--- config.mk ---
export PLATFORM = sky130hd
export DESIGN_NAME = encoder_velocity_pid
export DESIGN_NICKNAME = d
export VERILOG_FILES = /design/src/design/evp_pkg.sv /design/src/design/evp_mul.sv /design/src/design/evp_div.sv /design/src/design/encoder_velocity_pid.sv
export SDC_FILE = /design/constraint.sdc
export NUM_CORES = 2
export LEC_CHECK = 0
export BUFFER_PORTS_ARGS = -buffer_cell sky130_fd_sc_hd__buf_2
export CORE_ASPECT_RATIO = 2
export CORE_MARGIN = 5
export CORE_UTILIZATION = 45
export CTS_BUF_LIST = sky130_fd_sc_hd__clkbuf_8 sky130_fd_sc_hd__clkbuf_16
export CTS_CLUSTER_DIAMETER = 40
export DETAILED_ROUTE_END_ITERATION = 10
export PLACE_DENSITY = 0.62
export SETUP_SLACK_MARGIN = 0.05
export SLEW_MARGIN = 20
export SYNTH_ARGS = -nofsm -noshare
export SYNTH_HDL_FRONTEND = slang
export SYNTH_SLANG_ARGS = --single-unit
--- constraint.sdc ---
create_clock -name clock -period 19.81 [get_ports clock]
set_input_delay 3.962 -clock clock [delete_from_list [all_inputs] [get_ports clock]]
set_output_delay 3.962 -clock clock [all_outputs]
set_load 0.01 [all_outputs]
--- src/design/evp_pkg.sv ---
// Types and constants shared by the encoder velocity controller modules.
`default_nettype none
package evp_pkg;

   localparam int MUL_A_W = 53;
   localparam int MUL_B_W = 32;
   localparam int PROD_W  = MUL_A_W + MUL_B_W;
   localparam int DIV_N_W = 53;
   localparam int DIV_D_W = 20;

   localparam logic [MUL_B_W-1:0] VEL_SCALE     = 32'd256000000;
   localparam logic [MUL_B_W-1:0] MICROS_PER_S  = 32'd1000000;
   localparam logic [DIV_D_W-1:0] MICROS_DIV    = 20'd1000000;
   localparam logic [34:0]        INTEGRAL_LIM  = 35'd256000;
   localparam logic [31:0]        DUTY_LIM      = 32'd1023;

   localparam logic [31:0] PROP_GAIN_RESET     = 32'd5033165;
   localparam logic [31:0] INTEGRAL_GAIN_RESET = 32'd83886080;
   localparam logic [31:0] DERIV_GAIN_RESET    = 32'd16777;

   localparam logic [1:0] CSR_PROP_GAIN       = 2'd0;
   localparam logic [1:0] CSR_INTEGRAL_GAIN   = 2'd1;
   localparam logic [1:0] CSR_DERIV_GAIN      = 2'd2;
   localparam logic [1:0] CSR_TARGET_VELOCITY = 2'd3;

   typedef enum logic [14:0] {
      ST_IDLE = 15'b000000000000001,
      ST_VMUL = 15'b000000000000010,
      ST_VDIV = 15'b000000000000100,
      ST_WIN  = 15'b000000000001000,
      ST_ADIV = 15'b000000000010000,
      ST_ERR  = 15'b000000000100000,
      ST_IMUL = 15'b000000001000000,
      ST_IDIV = 15'b000000010000000,
      ST_DMUL = 15'b000000100000000,
      ST_DDIV = 15'b000001000000000,
      ST_PMUL = 15'b000010000000000,
      ST_GMUL = 15'b000100000000000,
      ST_EMUL = 15'b001000000000000,
      ST_DRV  = 15'b010000000000000,
      ST_OUT  = 15'b100000000000000
   } state_type;

endpackage
`default_nettype wire

--- src/design/evp_mul.sv ---
// Bit-serial shift-and-add unsigned multiplier, one multiplier bit per cycle.
`default_nettype none
module evp_mul (
   input  wire logic                         clock,
   input  wire logic                         reset,
   input  wire logic                         start,
   input  wire logic [evp_pkg::MUL_A_W-1:0]  a,
   input  wire logic [evp_pkg::MUL_B_W-1:0]  b,
   output logic      [evp_pkg::PROD_W-1:0]   product,
   output logic                              done
);
   localparam int CNT_W = $clog2(evp_pkg::MUL_B_W);

   logic                        busy_ff, busy_in;
   logic                        done_ff, done_in;
   logic [CNT_W-1:0]            cnt_ff, cnt_in;
   logic [evp_pkg::PROD_W-1:0]  acc_ff, acc_in;
   logic [evp_pkg::PROD_W-1:0]  mc_ff, mc_in;
   logic [evp_pkg::MUL_B_W-1:0] mp_ff, mp_in;

   always_comb begin
      busy_in = busy_ff;
      done_in = 1'b0;
      cnt_in  = cnt_ff;
      acc_in  = acc_ff;
      mc_in   = mc_ff;
      mp_in   = mp_ff;
      if (start) begin
         busy_in = 1'b1;
         cnt_in  = '0;
         acc_in  = '0;
         mc_in   = {{evp_pkg::MUL_B_W{1'b0}}, a};
         mp_in   = b;
      end else if (busy_ff) begin
         if (mp_ff[0]) begin
            acc_in = acc_ff + mc_ff;
         end
         mc_in  = {mc_ff[evp_pkg::PROD_W-2:0], 1'b0};
         mp_in  = {1'b0, mp_ff[evp_pkg::MUL_B_W-1:1]};
         cnt_in = cnt_ff + 1'b1;
         if (cnt_ff == CNT_W'(evp_pkg::MUL_B_W - 1)) begin
            busy_in = 1'b0;
            done_in = 1'b1;
         end
      end
   end

   always_ff @(posedge clock) begin
      if (reset) begin
         busy_ff <= 1'b0;
         done_ff <= 1'b0;
         cnt_ff  <= '0;
      end else begin
         busy_ff <= busy_in;
         done_ff <= done_in;
         cnt_ff  <= cnt_in;
      end
      acc_ff <= acc_in;
      mc_ff  <= mc_in;
      mp_ff  <= mp_in;
   end

   assign product = acc_ff;
   assign done    = done_ff;
endmodule
`default_nettype wire

--- src/design/evp_div.sv ---
// Bit-serial restoring unsigned divider, one quotient bit per cycle.
`default_nettype none
module evp_div (
   input  wire logic                         clock,
   input  wire logic                         reset,
   input  wire logic                         start,
   input  wire logic [evp_pkg::DIV_N_W-1:0]  dividend,
   input  wire logic [evp_pkg::DIV_D_W-1:0]  divisor,
   output logic      [evp_pkg::DIV_N_W-1:0]  quotient,
   output logic                              done
);
   localparam int CNT_W = $clog2(evp_pkg::DIV_N_W);

   logic                        busy_ff, busy_in;
   logic                        done_ff, done_in;
   logic [CNT_W-1:0]            cnt_ff, cnt_in;
   logic [evp_pkg::DIV_D_W-1:0] rem_ff, rem_in;
   logic [evp_pkg::DIV_N_W-1:0] q_ff, q_in;
   logic [evp_pkg::DIV_D_W-1:0] dv_ff, dv_in;
   logic [evp_pkg::DIV_D_W:0]   shifted;
   logic [evp_pkg::DIV_D_W:0]   trial;

   always_comb begin
      busy_in = busy_ff;
      done_in = 1'b0;
      cnt_in  = cnt_ff;
      rem_in  = rem_ff;
      q_in    = q_ff;
      dv_in   = dv_ff;
      shifted = {rem_ff, q_ff[evp_pkg::DIV_N_W-1]};
      trial   = shifted - {1'b0, dv_ff};
      if (start) begin
         busy_in = 1'b1;
         cnt_in  = '0;
         rem_in  = '0;
         q_in    = dividend;
         dv_in   = divisor;
      end else if (busy_ff) begin
         if (shifted >= {1'b0, dv_ff}) begin
            rem_in = trial[evp_pkg::DIV_D_W-1:0];
            q_in   = {q_ff[evp_pkg::DIV_N_W-2:0], 1'b1};
         end else begin
            rem_in = shifted[evp_pkg::DIV_D_W-1:0];
            q_in   = {q_ff[evp_pkg::DIV_N_W-2:0], 1'b0};
         end
         cnt_in = cnt_ff + 1'b1;
         if (cnt_ff == CNT_W'(evp_pkg::DIV_N_W - 1)) begin
            busy_in = 1'b0;
            done_in = 1'b1;
         end
      end
   end

   always_ff @(posedge clock) begin
      if (reset) begin
         busy_ff <= 1'b0;
         done_ff <= 1'b0;
         cnt_ff  <= '0;
      end else begin
         busy_ff <= busy_in;
         done_ff <= done_in;
         cnt_ff  <= cnt_in;
      end
      rem_ff <= rem_in;
      q_ff   <= q_in;
      dv_ff  <= dv_in;
   end

   assign quotient = q_ff;
   assign done     = done_ff;
endmodule
`default_nettype wire

--- src/design/encoder_velocity_pid.sv ---
// Velocity PID controller for a quadrature-encoder motor with a moving-average filter.
// The request channel carries one transaction per item: a control sample (action 0)
// with the raw encoder count and the elapsed microseconds, or a ramp tick (action 1).
// Every accepted request produces exactly one response transaction carrying the
// forward and reverse PWM duties and the filtered velocity in ticks per second.
// A control sample with a nonzero elapsed time runs through a bit-serial multiplier
// and a bit-serial divider: four divisions, six multiplications and three
// single-state steps for the window, the error and the drive. Ramp ticks and samples
// with zero elapsed time go from idle straight to the output step. One item is
// processed at a time; req_stall is high while an item is in progress. The response
// sits in an output register, so a stalled receiver holds only the final step of
// the next item. The gain and target registers are written through the csr port
// while the block is idle: a rule for the user that the block does not enforce.
// Synchronous reset restores the register defaults and clears the window,
// integral, previous error, ramped target and held duties.
`default_nettype none
module encoder_velocity_pid #(
   parameter int WINDOW_TAPS = 7
) (
   input  wire logic               clock,
   input  wire logic               reset,
   input  wire logic               req_valid,
   output logic                    req_stall,
   input  wire logic               req_action,
   input  wire logic [15:0]        req_encoder_count,
   input  wire logic [19:0]        req_elapsed_us,
   output logic                    rsp_valid,
   input  wire logic               rsp_stall,
   output logic      [9:0]         rsp_pwm_forward,
   output logic      [9:0]         rsp_pwm_reverse,
   output logic signed [23:0]      rsp_velocity_estimate,
   input  wire logic               csr_write,
   input  wire logic [1:0]         csr_index,
   input  wire logic [31:0]        csr_data
);
   localparam int SLOT_W  = (WINDOW_TAPS > 1) ? $clog2(WINDOW_TAPS) : 1;
   localparam int TOTAL_W = 33 + SLOT_W;

   evp_pkg::state_type state_ff, state_in;
   logic        go_ff, go_in;
   logic [31:0] prop_ff, prop_in, igain_ff, igain_in, dgain_ff, dgain_in;
   logic [20:0] tgt_ff, tgt_in, rt_ff, rt_in;
   logic [15:0] count_ff, count_in, prev_count_ff, prev_count_in;
   logic [19:0] elapsed_ff, elapsed_in;
   logic [31:0] win_ff [WINDOW_TAPS];
   logic [31:0] win_in [WINDOW_TAPS];
   logic [SLOT_W-1:0]  slot_ff, slot_in;
   logic [TOTAL_W-1:0] total_ff, total_in;
   logic [31:0] integ_ff, integ_in, perr_ff, perr_in, vel_ff, vel_in, err_ff, err_in;
   logic [32:0] avg_ff, avg_in;
   logic        neg_ff, neg_in, dneg_ff, dneg_in;
   logic [52:0] dmag_ff, dmag_in;
   logic [63:0] sum_ff, sum_in;
   logic [9:0]  fwd_ff, fwd_in, rev_ff, rev_in;
   logic [23:0] vest_ff, vest_in;
   logic        rsp_valid_ff, rsp_valid_in;
   logic [9:0]  rsp_fwd_ff, rsp_fwd_in, rsp_rev_ff, rsp_rev_in;
   logic [23:0] rsp_vest_ff, rsp_vest_in;

   logic [evp_pkg::MUL_A_W-1:0] mul_a;
   logic [evp_pkg::MUL_B_W-1:0] mul_b;
   logic [evp_pkg::PROD_W-1:0]  mul_p;
   logic                        mul_start, mul_done;
   logic [evp_pkg::DIV_N_W-1:0] div_n, div_q;
   logic [evp_pkg::DIV_D_W-1:0] div_d;
   logic                        div_start, div_done;

   logic [15:0]        diff16, diff_mag;
   logic [31:0]        err_mag, integ_mag, wv;
   logic [32:0]        ed, ed_mag;
   logic [TOTAL_W-1:0] tot_mag;
   logic [33:0]        e34;
   logic [34:0]        term35, isum;
   logic [60:0]        psat;
   logic [63:0]        psigned, adj;
   logic [31:0]        dr, drc;

   always_comb begin
      diff16    = count_ff - prev_count_ff;
      diff_mag  = diff16[15] ? 16'(~diff16 + 16'd1) : diff16;
      err_mag   = err_ff[31] ? 32'(~err_ff + 32'd1) : err_ff;
      integ_mag = integ_ff[31] ? 32'(~integ_ff + 32'd1) : integ_ff;
      ed        = {err_ff[31], err_ff} - {perr_ff[31], perr_ff};
      ed_mag    = ed[32] ? 33'(~ed + 33'd1) : ed;
      tot_mag   = total_ff[TOTAL_W-1] ? TOTAL_W'(~total_ff + 1'b1) : total_ff;
      wv        = win_ff[slot_ff];
      e34       = {{5{rt_ff[20]}}, rt_ff, 8'b0} - {avg_ff[32], avg_ff};
      term35    = neg_ff ? 35'(~{2'b0, div_q[32:0]} + 35'd1) : {2'b0, div_q[32:0]};
      isum      = {{3{integ_ff[31]}}, integ_ff} + term35;
      psat      = ((|mul_p[evp_pkg::PROD_W-1:61]) || (mul_p[60] && (|mul_p[59:0])))
                  ? {1'b1, 60'b0} : mul_p[60:0];
      psigned   = neg_ff ? 64'(~{3'b0, psat} + 64'd1) : {3'b0, psat};
      adj       = sum_ff[63] ? sum_ff + 64'h0000_0000_FFFF_FFFF : sum_ff;
      dr        = adj[63:32];
      if ($signed(dr) > $signed(evp_pkg::DUTY_LIM)) begin
         drc = evp_pkg::DUTY_LIM;
      end else if ($signed(dr) < -$signed(evp_pkg::DUTY_LIM)) begin
         drc = 32'(~evp_pkg::DUTY_LIM + 32'd1);
      end else begin
         drc = dr;
      end
   end

   always_comb begin
      mul_a = '0;
      mul_b = '0;
      div_n = mul_p[evp_pkg::DIV_N_W-1:0];
      div_d = elapsed_ff;
      case (state_ff)
         evp_pkg::ST_VMUL: begin
            mul_a = evp_pkg::MUL_A_W'(diff_mag);
            mul_b = evp_pkg::VEL_SCALE;
         end
         evp_pkg::ST_IMUL: begin
            mul_a = evp_pkg::MUL_A_W'(err_mag);
            mul_b = evp_pkg::MUL_B_W'(elapsed_ff);
         end
         evp_pkg::ST_DMUL: begin
            mul_a = evp_pkg::MUL_A_W'(ed_mag);
            mul_b = evp_pkg::MICROS_PER_S;
         end
         evp_pkg::ST_PMUL: begin
            mul_a = evp_pkg::MUL_A_W'(err_mag);
            mul_b = prop_ff;
         end
         evp_pkg::ST_GMUL: begin
            mul_a = evp_pkg::MUL_A_W'(integ_mag);
            mul_b = igain_ff;
         end
         evp_pkg::ST_EMUL: begin
            mul_a = dmag_ff;
            mul_b = dgain_ff;
         end
         evp_pkg::ST_ADIV: begin
            div_n = evp_pkg::DIV_N_W'(tot_mag);
            div_d = evp_pkg::DIV_D_W'(WINDOW_TAPS);
         end
         evp_pkg::ST_IDIV: begin
            div_d = evp_pkg::MICROS_DIV;
         end
         default: begin
         end
      endcase
      mul_start = go_ff && (state_ff == evp_pkg::ST_VMUL || state_ff == evp_pkg::ST_IMUL
                  || state_ff == evp_pkg::ST_DMUL || state_ff == evp_pkg::ST_PMUL
                  || state_ff == evp_pkg::ST_GMUL || state_ff == evp_pkg::ST_EMUL);
      div_start = go_ff && (state_ff == evp_pkg::ST_VDIV || state_ff == evp_pkg::ST_ADIV
                  || state_ff == evp_pkg::ST_IDIV || state_ff == evp_pkg::ST_DDIV);
   end

   evp_mul u_mul (
      .clock   (clock),
      .reset   (reset),
      .start   (mul_start),
      .a       (mul_a),
      .b       (mul_b),
      .product (mul_p),
      .done    (mul_done)
   );

   evp_div u_div (
      .clock    (clock),
      .reset    (reset),
      .start    (div_start),
      .dividend (div_n),
      .divisor  (div_d),
      .quotient (div_q),
      .done     (div_done)
   );

   always_comb begin
      state_in      = state_ff;
      prop_in       = prop_ff;
      igain_in      = igain_ff;
      dgain_in      = dgain_ff;
      tgt_in        = tgt_ff;
      rt_in         = rt_ff;
      count_in      = count_ff;
      prev_count_in = prev_count_ff;
      elapsed_in    = elapsed_ff;
      win_in        = win_ff;
      slot_in       = slot_ff;
      total_in      = total_ff;
      integ_in      = integ_ff;
      perr_in       = perr_ff;
      vel_in        = vel_ff;
      err_in        = err_ff;
      avg_in        = avg_ff;
      neg_in        = neg_ff;
      dneg_in       = dneg_ff;
      dmag_in       = dmag_ff;
      sum_in        = sum_ff;
      fwd_in        = fwd_ff;
      rev_in        = rev_ff;
      vest_in       = vest_ff;
      rsp_valid_in  = rsp_valid_ff && rsp_stall;
      rsp_fwd_in    = rsp_fwd_ff;
      rsp_rev_in    = rsp_rev_ff;
      rsp_vest_in   = rsp_vest_ff;

      if (csr_write) begin
         case (csr_index)
            evp_pkg::CSR_PROP_GAIN:       prop_in  = csr_data;
            evp_pkg::CSR_INTEGRAL_GAIN:   igain_in = csr_data;
            evp_pkg::CSR_DERIV_GAIN:      dgain_in = csr_data;
            evp_pkg::CSR_TARGET_VELOCITY: tgt_in   = csr_data[20:0];
            default: begin
            end
         endcase
      end

      case (state_ff)
         evp_pkg::ST_IDLE: begin
            if (req_valid) begin
               count_in   = req_encoder_count;
               elapsed_in = req_elapsed_us;
               if (req_action) begin
                  if ($signed(rt_ff) < $signed(tgt_ff)) begin
                     rt_in = rt_ff + 21'd1;
                  end else if ($signed(rt_ff) > $signed(tgt_ff)) begin
                     rt_in = rt_ff - 21'd1;
                  end
                  state_in = evp_pkg::ST_OUT;
               end else if (req_elapsed_us == 20'd0) begin
                  state_in = evp_pkg::ST_OUT;
               end else begin
                  state_in = evp_pkg::ST_VMUL;
               end
            end
         end
         evp_pkg::ST_VMUL: begin
            if (go_ff) begin
               neg_in        = diff16[15];
               prev_count_in = count_ff;
            end
            if (mul_done) begin
               state_in = evp_pkg::ST_VDIV;
            end
         end
         evp_pkg::ST_VDIV: begin
            if (div_done) begin
               if (!neg_ff) begin
                  vel_in = (|div_q[52:31]) ? 32'h7FFF_FFFF : div_q[31:0];
               end else if ((|div_q[52:32]) || (div_q[31] && (|div_q[30:0]))) begin
                  vel_in = 32'h8000_0000;
               end else begin
                  vel_in = 32'(~div_q[31:0] + 32'd1);
               end
               state_in = evp_pkg::ST_WIN;
            end
         end
         evp_pkg::ST_WIN: begin
            total_in = total_ff - {{(TOTAL_W-32){wv[31]}}, wv}
                       + {{(TOTAL_W-32){vel_ff[31]}}, vel_ff};
            win_in[slot_ff] = vel_ff;
            slot_in  = (slot_ff == SLOT_W'(WINDOW_TAPS - 1)) ? '0 : slot_ff + 1'b1;
            state_in = evp_pkg::ST_ADIV;
         end
         evp_pkg::ST_ADIV: begin
            if (go_ff) begin
               neg_in = total_ff[TOTAL_W-1];
            end
            if (div_done) begin
               avg_in   = neg_ff ? 33'(~div_q[32:0] + 33'd1) : div_q[32:0];
               vest_in  = neg_ff ? 24'(~div_q[31:8] + 24'd1) : div_q[31:8];
               state_in = evp_pkg::ST_ERR;
            end
         end
         evp_pkg::ST_ERR: begin
            if ($signed(e34) > 34'sh0_7FFF_FFFF) begin
               err_in = 32'h7FFF_FFFF;
            end else if ($signed(e34) < -34'sh0_8000_0000) begin
               err_in = 32'h8000_0000;
            end else begin
               err_in = e34[31:0];
            end
            sum_in   = '0;
            state_in = evp_pkg::ST_IMUL;
         end
         evp_pkg::ST_IMUL: begin
            if (go_ff) begin
               neg_in = err_ff[31];
            end
            if (mul_done) begin
               state_in = evp_pkg::ST_IDIV;
            end
         end
         evp_pkg::ST_IDIV: begin
            if (div_done) begin
               if ($signed(isum) > $signed(evp_pkg::INTEGRAL_LIM)) begin
                  integ_in = evp_pkg::INTEGRAL_LIM[31:0];
               end else if ($signed(isum) < -$signed(evp_pkg::INTEGRAL_LIM)) begin
                  integ_in = 32'(~evp_pkg::INTEGRAL_LIM[31:0] + 32'd1);
               end else begin
                  integ_in = isum[31:0];
               end
               state_in = evp_pkg::ST_DMUL;
            end
         end
         evp_pkg::ST_DMUL: begin
            if (go_ff) begin
               dneg_in = ed[32];
            end
            if (mul_done) begin
               state_in = evp_pkg::ST_DDIV;
            end
         end
         evp_pkg::ST_DDIV: begin
            if (div_done) begin
               dmag_in  = div_q;
               state_in = evp_pkg::ST_PMUL;
            end
         end
         evp_pkg::ST_PMUL: begin
            if (go_ff) begin
               neg_in = err_ff[31];
            end
            if (mul_done) begin
               sum_in   = sum_ff + psigned;
               state_in = evp_pkg::ST_GMUL;
            end
         end
         evp_pkg::ST_GMUL: begin
            if (go_ff) begin
               neg_in = integ_ff[31];
            end
            if (mul_done) begin
               sum_in   = sum_ff + psigned;
               state_in = evp_pkg::ST_EMUL;
            end
         end
         evp_pkg::ST_EMUL: begin
            if (go_ff) begin
               neg_in = dneg_ff;
            end
            if (mul_done) begin
               sum_in   = sum_ff + psigned;
               state_in = evp_pkg::ST_DRV;
            end
         end
         evp_pkg::ST_DRV: begin
            if ($signed(drc) > 32'sd0) begin
               fwd_in = drc[9:0];
               rev_in = '0;
            end else begin
               fwd_in = '0;
               rev_in = 10'(~drc + 32'd1);
            end
            perr_in  = err_ff;
            state_in = evp_pkg::ST_OUT;
         end
         evp_pkg::ST_OUT: begin
            if (!rsp_valid_ff || !rsp_stall) begin
               rsp_valid_in = 1'b1;
               rsp_fwd_in   = fwd_ff;
               rsp_rev_in   = rev_ff;
               rsp_vest_in  = vest_ff;
               state_in     = evp_pkg::ST_IDLE;
            end
         end
         default: begin
            state_in = evp_pkg::ST_IDLE;
         end
      endcase
      go_in = (state_in != state_ff);
   end

   always_ff @(posedge clock) begin
      if (reset) begin
         state_ff      <= evp_pkg::ST_IDLE;
         go_ff         <= 1'b0;
         prop_ff       <= evp_pkg::PROP_GAIN_RESET;
         igain_ff      <= evp_pkg::INTEGRAL_GAIN_RESET;
         dgain_ff      <= evp_pkg::DERIV_GAIN_RESET;
         tgt_ff        <= '0;
         rt_ff         <= '0;
         prev_count_ff <= '0;
         for (int i = 0; i < WINDOW_TAPS; i++) begin
            win_ff[i] <= '0;
         end
         slot_ff       <= '0;
         total_ff      <= '0;
         integ_ff      <= '0;
         perr_ff       <= '0;
         fwd_ff        <= '0;
         rev_ff        <= '0;
         vest_ff       <= '0;
         rsp_valid_ff  <= 1'b0;
      end else begin
         state_ff      <= state_in;
         go_ff         <= go_in;
         prop_ff       <= prop_in;
         igain_ff      <= igain_in;
         dgain_ff      <= dgain_in;
         tgt_ff        <= tgt_in;
         rt_ff         <= rt_in;
         prev_count_ff <= prev_count_in;
         win_ff        <= win_in;
         slot_ff       <= slot_in;
         total_ff      <= total_in;
         integ_ff      <= integ_in;
         perr_ff       <= perr_in;
         fwd_ff        <= fwd_in;
         rev_ff        <= rev_in;
         vest_ff       <= vest_in;
         rsp_valid_ff  <= rsp_valid_in;
      end
      count_ff    <= count_in;
      elapsed_ff  <= elapsed_in;
      vel_ff      <= vel_in;
      err_ff      <= err_in;
      avg_ff      <= avg_in;
      neg_ff      <= neg_in;
      dneg_ff     <= dneg_in;
      dmag_ff     <= dmag_in;
      sum_ff      <= sum_in;
      rsp_fwd_ff  <= rsp_fwd_in;
      rsp_rev_ff  <= rsp_rev_in;
      rsp_vest_ff <= rsp_vest_in;
   end

   assign req_stall             = (state_ff != evp_pkg::ST_IDLE);
   assign rsp_valid             = rsp_valid_ff;
   assign rsp_pwm_forward       = rsp_fwd_ff;
   assign rsp_pwm_reverse       = rsp_rev_ff;
   assign rsp_velocity_estimate = rsp_vest_ff;

   a_integral_bounded: assert property (@(posedge clock) disable iff (reset)
      ($signed(integ_ff) <= 32'sd256000) && ($signed(integ_ff) >= -32'sd256000))
      else $error("Error integral outside its clamp range.");

   a_one_duty_active: assert property (@(posedge clock) disable iff (reset)
      (fwd_ff == 10'd0) || (rev_ff == 10'd0))
      else $error("Forward and reverse duties are both nonzero.");

   a_slot_in_range: assert property (@(posedge clock) disable iff (reset)
      slot_ff <= SLOT_W'(WINDOW_TAPS - 1))
      else $error("Window slot beyond the last tap.");

   a_units_exclusive: assert property (@(posedge clock) disable iff (reset)
      !(mul_start && div_start))
      else $error("Multiplier and divider started together.");

endmodule
`default_nettype wire

Word level (Yosys, flattened, before mapping)
Index checks and enable logic that the tools add are counted.
{"block": "classes", "order_cmp": 12, "mux": 75, "n_reduce_logical": 53, "bitwise": 14, "eq_ne": 29, "n_addsub": 26}
{"op": "32-bit 2-to-1 mux", "count": 15}
{"op": "53-bit 2-to-1 mux", "count": 5}
{"op": "53-bit one-hot mux with 5 select lines", "count": 1}
{"op": "15-bit one-hot mux with 15 select lines", "count": 1}
{"op": "224-bit bitwise mux", "count": 1}
{"op": "15-bit 2-to-1 mux", "count": 14}
{"op": "64-bit 2-to-1 mux", "count": 3}
{"op": "32-bit one-hot mux with 6 select lines", "count": 1}
{"op": "64-bit one-hot mux with 2 select lines", "count": 1}
{"op": "32-bit by 1-bit adder with 32-bit output, second input constant", "count": 3}
{"op": "32-bit binary-select mux with 3-bit select", "count": 1}
{"op": "32-bit demux with 3-bit select", "count": 1}
{"op": "32-bit NOT", "count": 3}
{"op": "85-bit adder", "count": 1}
{"op": "33-bit by 1-bit adder with 33-bit output, second input constant", "count": 2}
{"op": "33-bit 2-to-1 mux", "count": 2}
{"op": "33-bit NOT", "count": 2}
{"op": "64-bit by 1-bit adder with 64-bit output, second input constant", "count": 1}
{"op": "64-bit by 32-bit adder with 64-bit output, second input constant", "count": 1}
{"op": "64-bit adder", "count": 1}
{"op": "61-bit NOT with 64-bit output", "count": 1}
{"op": "61-bit 2-to-1 mux", "count": 1}
{"op": "60-bit OR reduction", "count": 1}
{"op": "21-bit 2-to-1 mux", "count": 2}
{"op": "other kinds (86)", "count": 144}
{"block": "word_totals", "inputBits": 76, "word_cells": 257, "regBits": 1148, "out_inout_bits": 46}

Depth between registers and ports, before layout
{"block": "depth", "ltp_word": 10, "mapped_depth": 30, "depth_no_buf": 26}

Cells and area by module
From an unflattened synthesis, not the netlist that was laid out.
{"block": "hier_totals", "hier_cells": 8593, "hier_area_um2": 72733.5}
{"mod": "encoder_velocity_pid", "area_each_um2": 54362.1, "instances": 1, "cells_per_inst": 6727}
{"mod": "evp_mul", "area_each_um2": 13027.5, "instances": 1, "cells_per_inst": 1415}
{"mod": "evp_div", "area_each_um2": 5343.9, "instances": 1, "cells_per_inst": 451}

Least setup slack after synthesis
No wires, ideal clock.
{"block": "synth_path", "path_type": "flip-flop to flip-flop", "from": "register u_mul.acc_ff (netlist bit u_mul.product[43])", "to": "register sum_ff[62], data pin", "path_slack_ns": 13.011, "arrival_ns": 6.533, "stages_incl_launch_ff": 28, "setup_ns": 0.266, "path_buffers": 4, "synth_period_minus_slack_ns": 6.799, "path_cell_list": "dfxtp_1 > or4_1 > or4_1 > or2_2 > o41ai_1 > nor2b_1 > clkbuf_1 > buf_1 > nand2_1 > ha_1 > clkbuf_1 > o21ai_0 > o21ai_0 > xor2_1 > ha_1 > clkbuf_1 > nand3_1 > nor4_1 > and3_1 > and3_1 > a31oi_1 > a21oi_1 > a31oi_1 > o21a_1 > o21ai_0 > a311oi_1 > xor2_1 > nor2_1"}
{"block": "synth_via", "elab_chain_cells": 10}
{"element": "from (decl)", "line": "evp_mul.sv:17", "text": "logic [evp_pkg::PROD_W-1:0] acc_ff, acc_in;"}
{"element": "from (signal assigned)", "line": "evp_mul.sv:58", "text": "acc_ff <= acc_in;"}
{"element": "60-bit OR reduction", "line": "encoder_velocity_pid.sv:90", "text": "psat = ((|mul_p[evp_pkg::PROD_W-1:61]) || (mul_p[60] && (|mul_p[59:0])))"}
{"element": "1-bit logical AND", "line": "encoder_velocity_pid.sv:90"}
{"element": "1-bit logical OR", "line": "encoder_velocity_pid.sv:90"}
{"element": "61-bit 2-to-1 mux *", "line": "encoder_velocity_pid.sv:91", "text": "? {1'b1, 60'b0} : mul_p[60:0];"}
{"element": "61-bit NOT with 64-bit output", "line": "encoder_velocity_pid.sv:92", "text": "psigned = neg_ff ? 64'(~{3'b0, psat} + 64'd1) : {3'b0, psat};"}
{"element": "64-bit by 1-bit adder with 64-bit output", "line": "encoder_velocity_pid.sv:92"}
{"element": "64-bit 2-to-1 mux *", "line": "encoder_velocity_pid.sv:92"}
{"element": "64-bit adder *", "line": "encoder_velocity_pid.sv:319, encoder_velocity_pid.sv:328, encoder_velocity_pid.sv:337"}
{"element": "64-bit 2-to-1 mux *", "line": "encoder_velocity_pid.sv:318, encoder_velocity_pid.sv:327, encoder_velocity_pid.sv:336"}
{"element": "64-bit one-hot mux with 2 select lines *", "line": "encoder_velocity_pid.sv:212", "text": "case (state_ff)"}
{"element": "to (signal assigned)", "line": "encoder_velocity_pid.sv:416", "text": "sum_ff <= sum_in;"}
{"element": "to (decl)", "line": "encoder_velocity_pid.sv:53", "text": "logic [63:0] sum_ff, sum_in;"}
Every way passes the cells marked *; elsewhere a longest branch is shown, timed or not. The select of a mux whose other input is x is not followed.
A chain may end at the register's enable or synchronous reset.

Worst setup path after layout
{"block": "layout_path", "from": "register u_mul.acc_ff (netlist bit u_mul.product[2])", "to": "register sum_ff[57], data pin"}
Same word-level chain as after synthesis.

==> results.toml <==
[cts]
clockRootBuffer = "clkbuf_16"
h-tree-depth = 4
cts_buffer_depth = 4
insertion_delay_ns = 0.80
cts-resized-gates = 0
cts_sinks = 1148
holdBufCountCts = 0
post-cts-setup-buffer-count = 0
cts.clk_slew.worst_paths_ns = 0.06
cts_made_buffers = 142
cts_tree = "yes"

[die]
dieHeight_um = 574
coreArea_sq_mm = 0.159
die_area_sq_mm = 0.167
start_util = 0.451
core.rowCount = 207
die_x_um = 292
io_pins = 122

[sta]
setup_viol = 0
finClkSkew_ns = 0.0920
worst_pin_slew_ns = 1.19
clock.fmax_mhz = 117
tns_ns = 0
finalHoldViolations = 0
slew_headroom = 0.198
timing.final.ws_setup_ns = 11.24
finalMaxSlewViolations = 0
holdWs_ns = 0.378
finalCriticalPeriod_ns = 8.57
fin_crit_sh = 0.433
rsz0062_at_grt = "no"

[placed_design]
hpwl_um = 171000
io_buffers = 121
placed_cells = 10448
globalplace.congestion = 0.959
post-place-ws_ns = 11.47

[routing]
routed_wl_um = 235000
drt-pass1-iter-count = 9
wire_per_inst_um = 22.0
drc_errors = 0
drt_iter0_markers = 5653
num_vias = 62987
viasPerCell = 5.89
ant_nets = 0

[yosys]
synth_cell_types = 88
synth_warnings = 0
synthTopCellsByArea = "dfxtp_1 (19%), edfxtp_1 (19%), nand2_1 (8.4%), a21oi_1 (6.8%), ha_1 (6.4%)"
async_flop_share = 0
synth_ff_type = "dfxtp_1"
synth-adder-area-share = 0.0754
synth_largest_area_cell = "dfxtp_1"
muxShareOfSynthArea = 0.0233
synth_enable_flop_cells = 454
synth_compound_area_frac = 0.209
postSynthCellCount = 8667
synth-simple-area-share = 0.194
ys_seq_elements = 1148
synth_xor_area_frac = 0.0642
netlist_area_sq_mm = 0.0715
synth_nets = 9149
synth_top_family_by_area = "compound AO/OA/AOI/OAI gates"
synthDominantCellAreaShare = 0.194
synth_seq_area_share = 0.385
syn_avg_cell_area_sq_um = 8.25

[global_routing]
antenna_found_initial = 3
grt_pass1_vias = 58942
grt_pass1_wl_um = 355000
gr-total-overflow = 0
grt_max_degree = 206
track_usage = 0.266

[hold_path]
hold_path_class = "reg -> reg"

[power_and_ir_drop]
clkPwrFrac = 0.400
switching_share = 0.301
combPwrFrac = 0.194
ir_worst_vdd_v = 0.0000893
power_density_mw_per_mm2 = 82.9
p_leak_nw = 30.4
seq_power_share = 0.406
internal_power_mw = 4.54
netSwitchingPower_mw = 1.95
power_mw = 6.49

[finish]
fin_nets = 8984
area_growth_pct = 9.48
seq_area_sq_mm = 0.0275
fillers = 15371
fin_cells = 10699
drive_above_1_share = 0.0694
multi_input_area_sq_mm = 0.0407

[critical_path]
cp_max_fo = 21
rrSetupSlack_ns = 11.24
critPathKind = "reg -> reg"
arrival_ns = 9.03
cp-end-kind = "register"
worstSetupStartpointType = "register"
required_ns = 20.27

[status]
outcome = "completed"

[run]
cap_viol_max_count = 0
-- synthesized netlist by cell type (all sizes together) (77+ instances only) --
cell / count
dfxtp: 694
a21o: 178
o21ai: 505
xnor2: 333
ha: 364
nor2: 602
mux2i: 110
inv: 400
nand2: 1600
or3: 81
o31ai: 77
o21a: 82
nor3: 130
edfxtp: 454
clkbuf: 483
nand3: 117
a21oi: 975
xor2: 191
-- power groups by stage --
| stage | clock network (mW) | logic [mW] | registers [mW] |
|---|---|---|---|
| after global routing | 2.73 | 1.40 | 2.64 |
| after detailed placement | 0 | 1.24 | 2.69 |
| final | 2.59 | 1.26 | 2.64 |
| after global placement | 0 | 1.24 | 2.68 |
| after CTS | 2.64 | 1.25 | 2.64 |
| after floorplan | 0 | 0.972 | 2.64 |
-- layout by cell type (no fill, tap or decap), types with 177 or more instances in the layout --
cell type and instances:
nor2_1 598, xnor2_1 333, a21oi_1 973, a21o_1 177, edfxtp_1 454, inv_1 417
nand2_1 1595, xor2_1 191, dfxtp_1 690, ha_1 364, o21ai_0 502
-- layer usage --
metal / track usage / share of wire / vias up
li1: - / - / 30397
met5: 0 / 0 / -
met2: 0.449 / 0.47 / 2182
met4: 0.143 / 0.065 / 0
met1: 0.336 / 0.41 / 29862
met3: 0.0248 / 0.055 / 546
-- critical path: stages (launching register included) --
cell and delay (ns):
dfxtp_1 0.38, or4_1 0.61, or3_1 0.38, nor2_1 0.14, nand4_1 0.29, o41ai_1 0.53
nor2b_2 0.47, buf_4 0.36, nand2_1 0.13, ha_1 0.38, nor2_1 0.21, nor2_1 0.28
a311oi_1 0.49, ha_1 0.38, a2111oi_0 0.39, o21ai_0 0.19, and3_1 0.20, o211ai_1 0.28
a21oi_1 0.14, o2111ai_1 0.30, a21oi_1 0.13, o311ai_0 0.77, a21oi_1 0.34, a31oi_1 0.27
xor2_1 0.17, nor2_1 0.05
-- per-stage QoR --
stage | utilization | instance area (sq um)
6_report | 0.494 | 78300
5_1_grt | 0.494 | 78300
4_1_cts | 0.494 | 78300
3_5_place_dp | 0.465 | 73600
3_3_place_gp | 0.465 | 73600
2_1_floorplan | - | 71500
-- final cells by class --
cell class                 count  share of cell area
sequential                  1148               0.352
antenna                        2           0.0000639
timing repair buffer         211              0.0167
tap                         2090              0.0334
clock inverter                89             0.00986
multi-input combinational   6599               0.520
inverter                     400              0.0192
clock buffer                 160              0.0496
-- state kept, by name, indices dropped and copies added, names as in the netlist, 33 cells and up --
signal	count
win_ff	224
u_mul.mc_ff	85
u_mul.product	85
sum_ff	64
dmag_ff	53
u_div.quotient	53
total_ff	36
avg_ff	33
-- cell families (layout without fill, tap and decap cells) --
| logic type | count (synthesis) | in the layout |
|---|---|---|
| adder cells (fa/ha/maj) | 406 | 406 |
| AO/OA/AOI/OAI | 2414 | 2414 |
| flip-flops | 1148 | 1148 |
| AND/OR/NAND/NOR | 3109 | 3109 |
| XOR/XNOR | 524 | 524 |
| buffers and inverters | 920 | 860 |
| multiplexers | 146 | 146 |
| other | 0 | 2 |
-- final timing paths --
kind,start,endpoint,depth (start not counted)
min,vest_ff[13],rsp_velocity_estimate[13],0
max reg2reg,u_mul.product[2],sum_ff[57],25
min reg2reg,vest_ff[13],rsp_velocity_estimate[13],0
max,u_mul.product[2],sum_ff[57],25
Power figures use the tool's default switching activity.
